File: src/sv/arst_pkg.sv
// shared constants, types and command/status structs for the alternating range sum tree
package arst_pkg;

    localparam int ENTRIES = 1024;
    localparam int IDX_W   = $clog2(ENTRIES);
    localparam int LEN_W   = IDX_W + 1;
    localparam int NODES   = 2 * ENTRIES;
    localparam int ADDR_W  = $clog2(NODES);
    localparam int VAL_W   = 32;
    localparam int SUM_W   = 48;

    localparam logic CMD_WRITE = 1'b0;
    localparam logic CMD_QUERY = 1'b1;

    typedef logic [IDX_W-1:0]  t_idx;
    typedef logic [LEN_W-1:0]  t_len;
    typedef logic [ADDR_W-1:0] t_addr;
    typedef logic [SUM_W-1:0]  t_sum;

    // controller to datapath
    typedef struct packed {
        logic clr_restart;
        logic clr_step;
        logic load;
        logic elem_rd;
        logic elem_wr;
        logic upd_step;
        logic qry_step;
        logic qry_init1;
        logic out_load;
    } t_dp_cmd;

    // datapath to controller
    typedef struct packed {
        logic clr_last;
        logic is_query;
        logic bad_write;
        logic bad_query;
        logic upd_leaf;
        logic qry_done;
        logic out_free;
    } t_dp_status;

endpackage

File: src/sv/arst_ctrl.sv
// sequencing state machine for clear, update and query passes
module arst_ctrl (
    input  logic                 i_clk,
    input  logic                 i_rst_n,
    input  logic                 i_cfg_valid,
    input  logic                 i_in_valid,
    output logic                 o_in_ready,
    input  arst_pkg::t_dp_status i_status,
    output arst_pkg::t_dp_cmd    o_cmd
);
    import arst_pkg::*;

    localparam logic [3:0] ST_CLEAR      = 4'd0;
    localparam logic [3:0] ST_IDLE       = 4'd1;
    localparam logic [3:0] ST_DISPATCH   = 4'd2;
    localparam logic [3:0] ST_ELEM_RD    = 4'd3;
    localparam logic [3:0] ST_ELEM_DELTA = 4'd4;
    localparam logic [3:0] ST_UPD_WALK   = 4'd5;
    localparam logic [3:0] ST_UPD_DRAIN  = 4'd6;
    localparam logic [3:0] ST_QRY_WALK   = 4'd7;
    localparam logic [3:0] ST_QRY_INIT1  = 4'd8;
    localparam logic [3:0] ST_QRY_DRAIN  = 4'd9;
    localparam logic [3:0] ST_QRY_OUT    = 4'd10;

    logic [3:0] r_state;
    logic [3:0] n_state;
    logic       r_walk;
    logic       n_walk;

    // no item is taken in the cycle a length write restarts the clearing pass
    assign o_in_ready = (r_state == ST_IDLE) && !i_cfg_valid;

    always_comb begin
        n_state = r_state;
        n_walk  = r_walk;
        o_cmd   = '0;
        unique case (r_state)
            ST_CLEAR: begin
                o_cmd.clr_step = 1'b1;
                if (i_status.clr_last) begin
                    n_state = ST_IDLE;
                end
            end
            ST_IDLE: begin
                if (i_in_valid) begin
                    o_cmd.load = 1'b1;
                    n_walk     = 1'b0;
                    n_state    = ST_DISPATCH;
                end
            end
            ST_DISPATCH: begin
                if (i_status.is_query) begin
                    n_state = i_status.bad_query ? ST_QRY_OUT : ST_QRY_WALK;
                end else begin
                    n_state = i_status.bad_write ? ST_IDLE : ST_ELEM_RD;
                end
            end
            ST_ELEM_RD: begin
                o_cmd.elem_rd = 1'b1;
                n_state       = ST_ELEM_DELTA;
            end
            ST_ELEM_DELTA: begin
                o_cmd.elem_wr = 1'b1;
                n_state       = ST_UPD_WALK;
            end
            ST_UPD_WALK: begin
                o_cmd.upd_step = 1'b1;
                if (i_status.upd_leaf) begin
                    n_state = ST_UPD_DRAIN;
                end
            end
            ST_UPD_DRAIN: begin
                n_state = ST_IDLE;
            end
            ST_QRY_WALK: begin
                o_cmd.qry_step = 1'b1;
                if (i_status.qry_done) begin
                    n_state = r_walk ? ST_QRY_DRAIN : ST_QRY_INIT1;
                end
            end
            ST_QRY_INIT1: begin
                o_cmd.qry_init1 = 1'b1;
                n_walk          = 1'b1;
                n_state         = ST_QRY_WALK;
            end
            ST_QRY_DRAIN: begin
                n_state = ST_QRY_OUT;
            end
            ST_QRY_OUT: begin
                if (i_status.out_free) begin
                    o_cmd.out_load = 1'b1;
                    n_state        = ST_IDLE;
                end
            end
            default: begin
                n_state = ST_CLEAR;
            end
        endcase
        // a length write reshapes the tree: restart the clearing pass
        if (i_cfg_valid) begin
            o_cmd           = '0;
            o_cmd.clr_restart = 1'b1;
            n_state         = ST_CLEAR;
        end
    end

    always_ff @(posedge i_clk) begin
        if (!i_rst_n) begin
            r_state <= ST_CLEAR;
            r_walk  <= 1'b0;
        end else begin
            r_state <= n_state;
            r_walk  <= n_walk;
        end
    end

endmodule

File: config.mk
export PLATFORM = sky130hd
export DESIGN_NAME = arst_ctrl
export DESIGN_NICKNAME = d
export VERILOG_FILES = /design/src/sv/arst_pkg.sv /design/src/sv/arst_ctrl.sv
export SDC_FILE = /design/constraint.sdc
export NUM_CORES = 1
export LEC_CHECK = 0
export BUFFER_PORTS_ARGS = -buffer_cell sky130_fd_sc_hd__buf_2
export CAP_MARGIN = 20
export CELL_PAD_IN_SITES_DETAIL_PLACEMENT = 2
export CELL_PAD_IN_SITES_GLOBAL_PLACEMENT = 2
export CORE_MARGIN = 4
export CORE_UTILIZATION = 22
export CTS_CLUSTER_SIZE = 30
export DETAILED_ROUTE_END_ITERATION = 8
export PLACE_DENSITY_LB_ADDON = 0.1
export SLEW_MARGIN = 20
export SYNTH_ARGS = -nofsm -noshare
export SYNTH_HDL_FRONTEND = slang
export SYNTH_SLANG_ARGS = --single-unit
File: constraint.sdc
create_clock -name i_clk -period 1.4 [get_ports i_clk]
set_input_delay 0.14 -clock i_clk [delete_from_list [all_inputs] [get_ports i_clk]]
set_output_delay 0.14 -clock i_clk [all_outputs]
set_load 0.02 [all_outputs]
# Word level (Yosys, flattened, before mapping)
# Cells that the tools add are included.
[totals]
input_bits = 11
out_inout_bits = 10
wordCells = 48
register_bits = 5
[classes]
n_eq_ne = 15
reduce_logical = 7
muxes = 23
bitwise_logic = 1
[ops]
columns = ["operator", "count"]
rows = [
  ["4-bit one-hot mux with 11 select lines", 1],
  ["4-bit two-way mux", 7],
  ["4-bit by 3-bit == test with 1-bit output (second input constant)", 4],
  ["4-bit == test (second input constant)", 3],
  ["1-bit two-way mux", 12],
  ["2-bit != test (second input constant)", 5],
  ["9-bit two-way mux", 1],
  ["4-bit by 2-bit == test with 1-bit output (second input constant)", 2],
  ["5-bit AND reduction", 1],
  ["4-bit by 1-bit == test with 1-bit output (second input constant)", 1],
  ["4-bit logical NOT", 1],
  ["2-bit two-way mux", 1],
  ["1-bit one-hot mux with 2 select lines", 1],
  ["2-bit AND reduction", 1],
  ["2-bit nonzero test", 1],
  ["2-bit OR reduction", 1],
  ["1-bit logical AND", 1],
  ["1-bit logical NOT", 1],
  ["1-bit NOT", 1],
]

# Longest topological paths before layout
[depth]
depth_word = 3
mapped_depth = 5
mapped_depth_nobuf = 4

# Worst setup path before layout
# Ideal clock, no wire load.
[synth_timing]
path_type = "register -> output"
startpoint = "register r_state[2]"
endpoint = "output o_cmd[6] in the netlist's numbering"
required_time_ns = 1.260
path_stages_with_launch = 4
arrival_time_ns = 1.330
setup_slack_ns = -0.070
path_buffers = 1
cell_sequence = "dfxtp_1 > or2_1 > buf_6 > nor4_1"
[synth_lines]
columns = ["element", "line", "rtl"]
rows = [
  ["start: declaration", "arst_ctrl.sv:25", "logic [3:0] r_state;"],
  ["start signal: assignment", "arst_ctrl.sv:112", "r_state <= n_state;"],
  ["end: declaration", "arst_ctrl.sv:9", "output arst_pkg::t_dp_cmd o_cmd"],
]

==> results.toml <==
[outcome]
status = "finished with violations"
violations = "negative setup slack"

[yosys]
synth_area_per_cell_um2 = 7.72
ys_seq_area_share_pct = 18.8
syn_inst = 69
ys_types = 38
synth_area_um2 = 533
ys_warn_count = 0
yosys_register_bits = 5
syn_nets = 80

[layout]
antennaDiodeCount = 0
nets = 120
seq_area_um2 = 109
multi_input_area_um2 = 492
area_delta_synth_final_pct = 83.8
final_core_util_pct = 43.5
nFillCells = 258
final_layout_size_suffix_gt1_share_pct = 66.7

[sta]
tns_ps = -1030
drv_slew = 0
setup_ws_ps = -135
setup_viol = 13
hold_violations = 0
max_slew_margin_pct = 75.3
min_period_ps = 1540
fin_crit_sh_pct = 110
clock_skew_ps = 3.47
rsz0062_at_grt = "yes"
worstMarginPinSlew_ps = 367
max_freq_mhz = 651

[critical_path]
cpPeakStageDelay_ps = 430
worst_setup_path_end_kind = "primary output"
cp.depth = 4
r2r_start = "r_state[2]"
crit_path_max_fanout = 3
critPathBufInv = 2
worst_setup_path_start_kind = "flop"
crit_slowest_cell = "or3_4"
r2r_setup_slack_ps = -110
crit_chain = "buf_8, or3_4, nor2_4, buf_6"
crit_path_end = "o_cmd[4]"
r2r.worst_path.cells = 5
crit_type = "flop to primary output"
cp_top_family = "simple AND/OR/NAND/NOR gates"
worstPathArrival_ps = 1400
critPathLaunch = "r_state[1]"
cp_data_required_time_ps = 1260
timing.rr.end = "r_state[1]"

[drt]
drt_pass1_iterations = 4
first_iter_violations = 12
vias_per_cell = 5.09
num_vias = 692
wl_met2_um = 1300
wl_per_cell_um = 19.2
antenna_left = 0
wl_met1_um = 1180
met3WireLength_um = 81
drc = 0
finalWirelength_um = 2620
dr.max_layer_used = "met4"

[global_routing]
grt_pass1_wl_um = 3820
antenna_found_initial = 0
grt_pass1_vias = 721
grt_overflow = 0
grt_max_degree = 12
grt_use_total_pct = 15.9

[clock_network]
clock_sinks = 5
root_buffer = "clkbuf_4"
cts-buffers-inserted = 3
cts_tree = "built"
cts.htree.levels = 1
clock_path_buffers = 2
path_clk_slew_ps = 60
clock_latency_ps = 260

[pwr]
power_frac_seq_pct = 28.0
power_frac_clock_pct = 34.9
internal_power_uw = 352
vdd_ir_drop_max_mv = 0.294
swShare_pct = 35.1
leakagePower_uw = 0.000400
power.density_nw_per_um2 = 554
power.switching_uw = 191
pwr-share-comb_pct = 37.2

[die]
num_io_pins = 21
rows = 17
die_h_um = 57.2
die_area_um2 = 3270
initial_core_util_pct = 23.6
die_x_um = 57.2
core_um2 = 2250

[placed_design]
gp_congestion = 0.822
port_buffers = 20
dpl.hpwl_um = 1500

[hold_path]
hold_class = "input pin to flop"
worstHoldStart = "i_rst_n"

[flow_run]
max_cap_violations = 0
[worst min path at each step]
stage                   to  slack (ps)  cells after the start
finish              r_walk         140                      2
global route        r_walk         150                      2
floorplan           r_walk         290                      1
detailed placement  r_walk         410                      2
CTS                 r_walk         140                      2
global placement    r_walk         410                      2
[cells in the mapped netlist (all sizes together)]
master,n,area (um2)
a21oi,2,10.0
nand3b,1,7.51
or2b,1,8.76
nor4,1,6.26
a31oi,1,6.26
nand2b,4,27.5
or3,3,25.0
o21a,1,7.51
a211oi,1,12.5
and2b,1,8.76
o211ai,1,7.51
nand2,6,22.5
nand4bb,1,11.3
nor2b,2,12.5
nor3,7,35.0
inv,2,7.51
nor2,4,15.0
o22ai,2,12.5
a21boi,1,7.51
dfxtp,5,100
o21ai,4,20.0
mux2,1,11.3
mux2i,1,10.0
a2111oi,1,8.76
or2,2,12.5
a32oi,1,8.76
nor3b,1,7.51
clkbuf,1,13.8
and4b,1,10.0
buf,5,45.0
a21o,1,7.51
nor4bb,1,10.0
nand4b,1,8.76
o31ai,1,7.51
[worst reg2reg max path: cells and delay by family (launching register included)]
| kind | cells | cell delay (ps) |
|---|---|---|
| AOI/OAI and AO/OA | 1 | 190 |
| and+or+nand+nor | 3 | 790 |
| buffers and inverters | 1 | 130 |
| DFF | 1 | 330 |
[per-layer routing]
layer  global-route usage [%]  vias to the layer above
met5                        0                        -
met1                     18.7                      332
li1                         -                      331
met4                     8.94                        0
met2                     27.9                       24
met3                     1.36                        5
[cells by family (layout without fill, tap and decap cells)]
logic type      after synthesis  count (layout)  share of synthesized area (%)
compound gates               17              17                           21.8
buf+inv                       8              47                           12.4
mux                           2               2                           3.99
simple gates                 37              37                           43.0
flops                         5               5                           18.8
[what timing repair did]
item,in CTS,in global routing
cloned,1,0
setup buffers,9,3
setup endpoints to repair,11,13
gates resized for setup,28,15
hold buffers,0,0
pin swaps,5,7
[power by group through the flow]
stage	sequential, uW	combinational, uW	clock (uW)
after floorplan	155	93.4	0
after global placement	155	139	0
after detailed placement	156	140	0
after CTS	151	175	179
after global routing	153	216	203
final	152	202	189
[layout by cell type, fill, tap and decap left out, drive strengths merged, types with 2 or more instances in the layout]
master / count
a21oi: 2
buf: 41
clkbuf: 3
dfxtp: 5
inv: 2
nand2: 6
nand2b: 4
nor2: 4
nor2b: 2
nor3: 7
o21ai: 4
o22ai: 2
or2: 2
or3: 3
[registers in the layout, summed over array words and instances (netlist names)]
name / count
r_state: 4
r_walk: 1
[layout make-up]
| type | instances | area share [%] |
|---|---|---|
| flip-flops and latches | 5 | 11.1 |
| inverters | 2 | 0.766 |
| repair buffers | 41 | 31.5 |
| well taps | 28 | 3.58 |
| multi-input cells | 56 | 50.2 |
| clock inverters | 1 | 0.511 |
| clock buffers | 3 | 2.30 |
[stage by stage]
stage	hold slack, ps	std cells	worst slack [ps]	instance area, um2	power [uW]
floorplan	294	69	-2.67	559	248
global placement	408	119	-25.2	696	294
detailed placement	413	119	-72.2	696	296
CTS	144	133	-122	893	506
global route	149	136	-215	980	571
finish	136	136	-135	980	543
No activity file was read; power rests on OpenSTA's default activity.
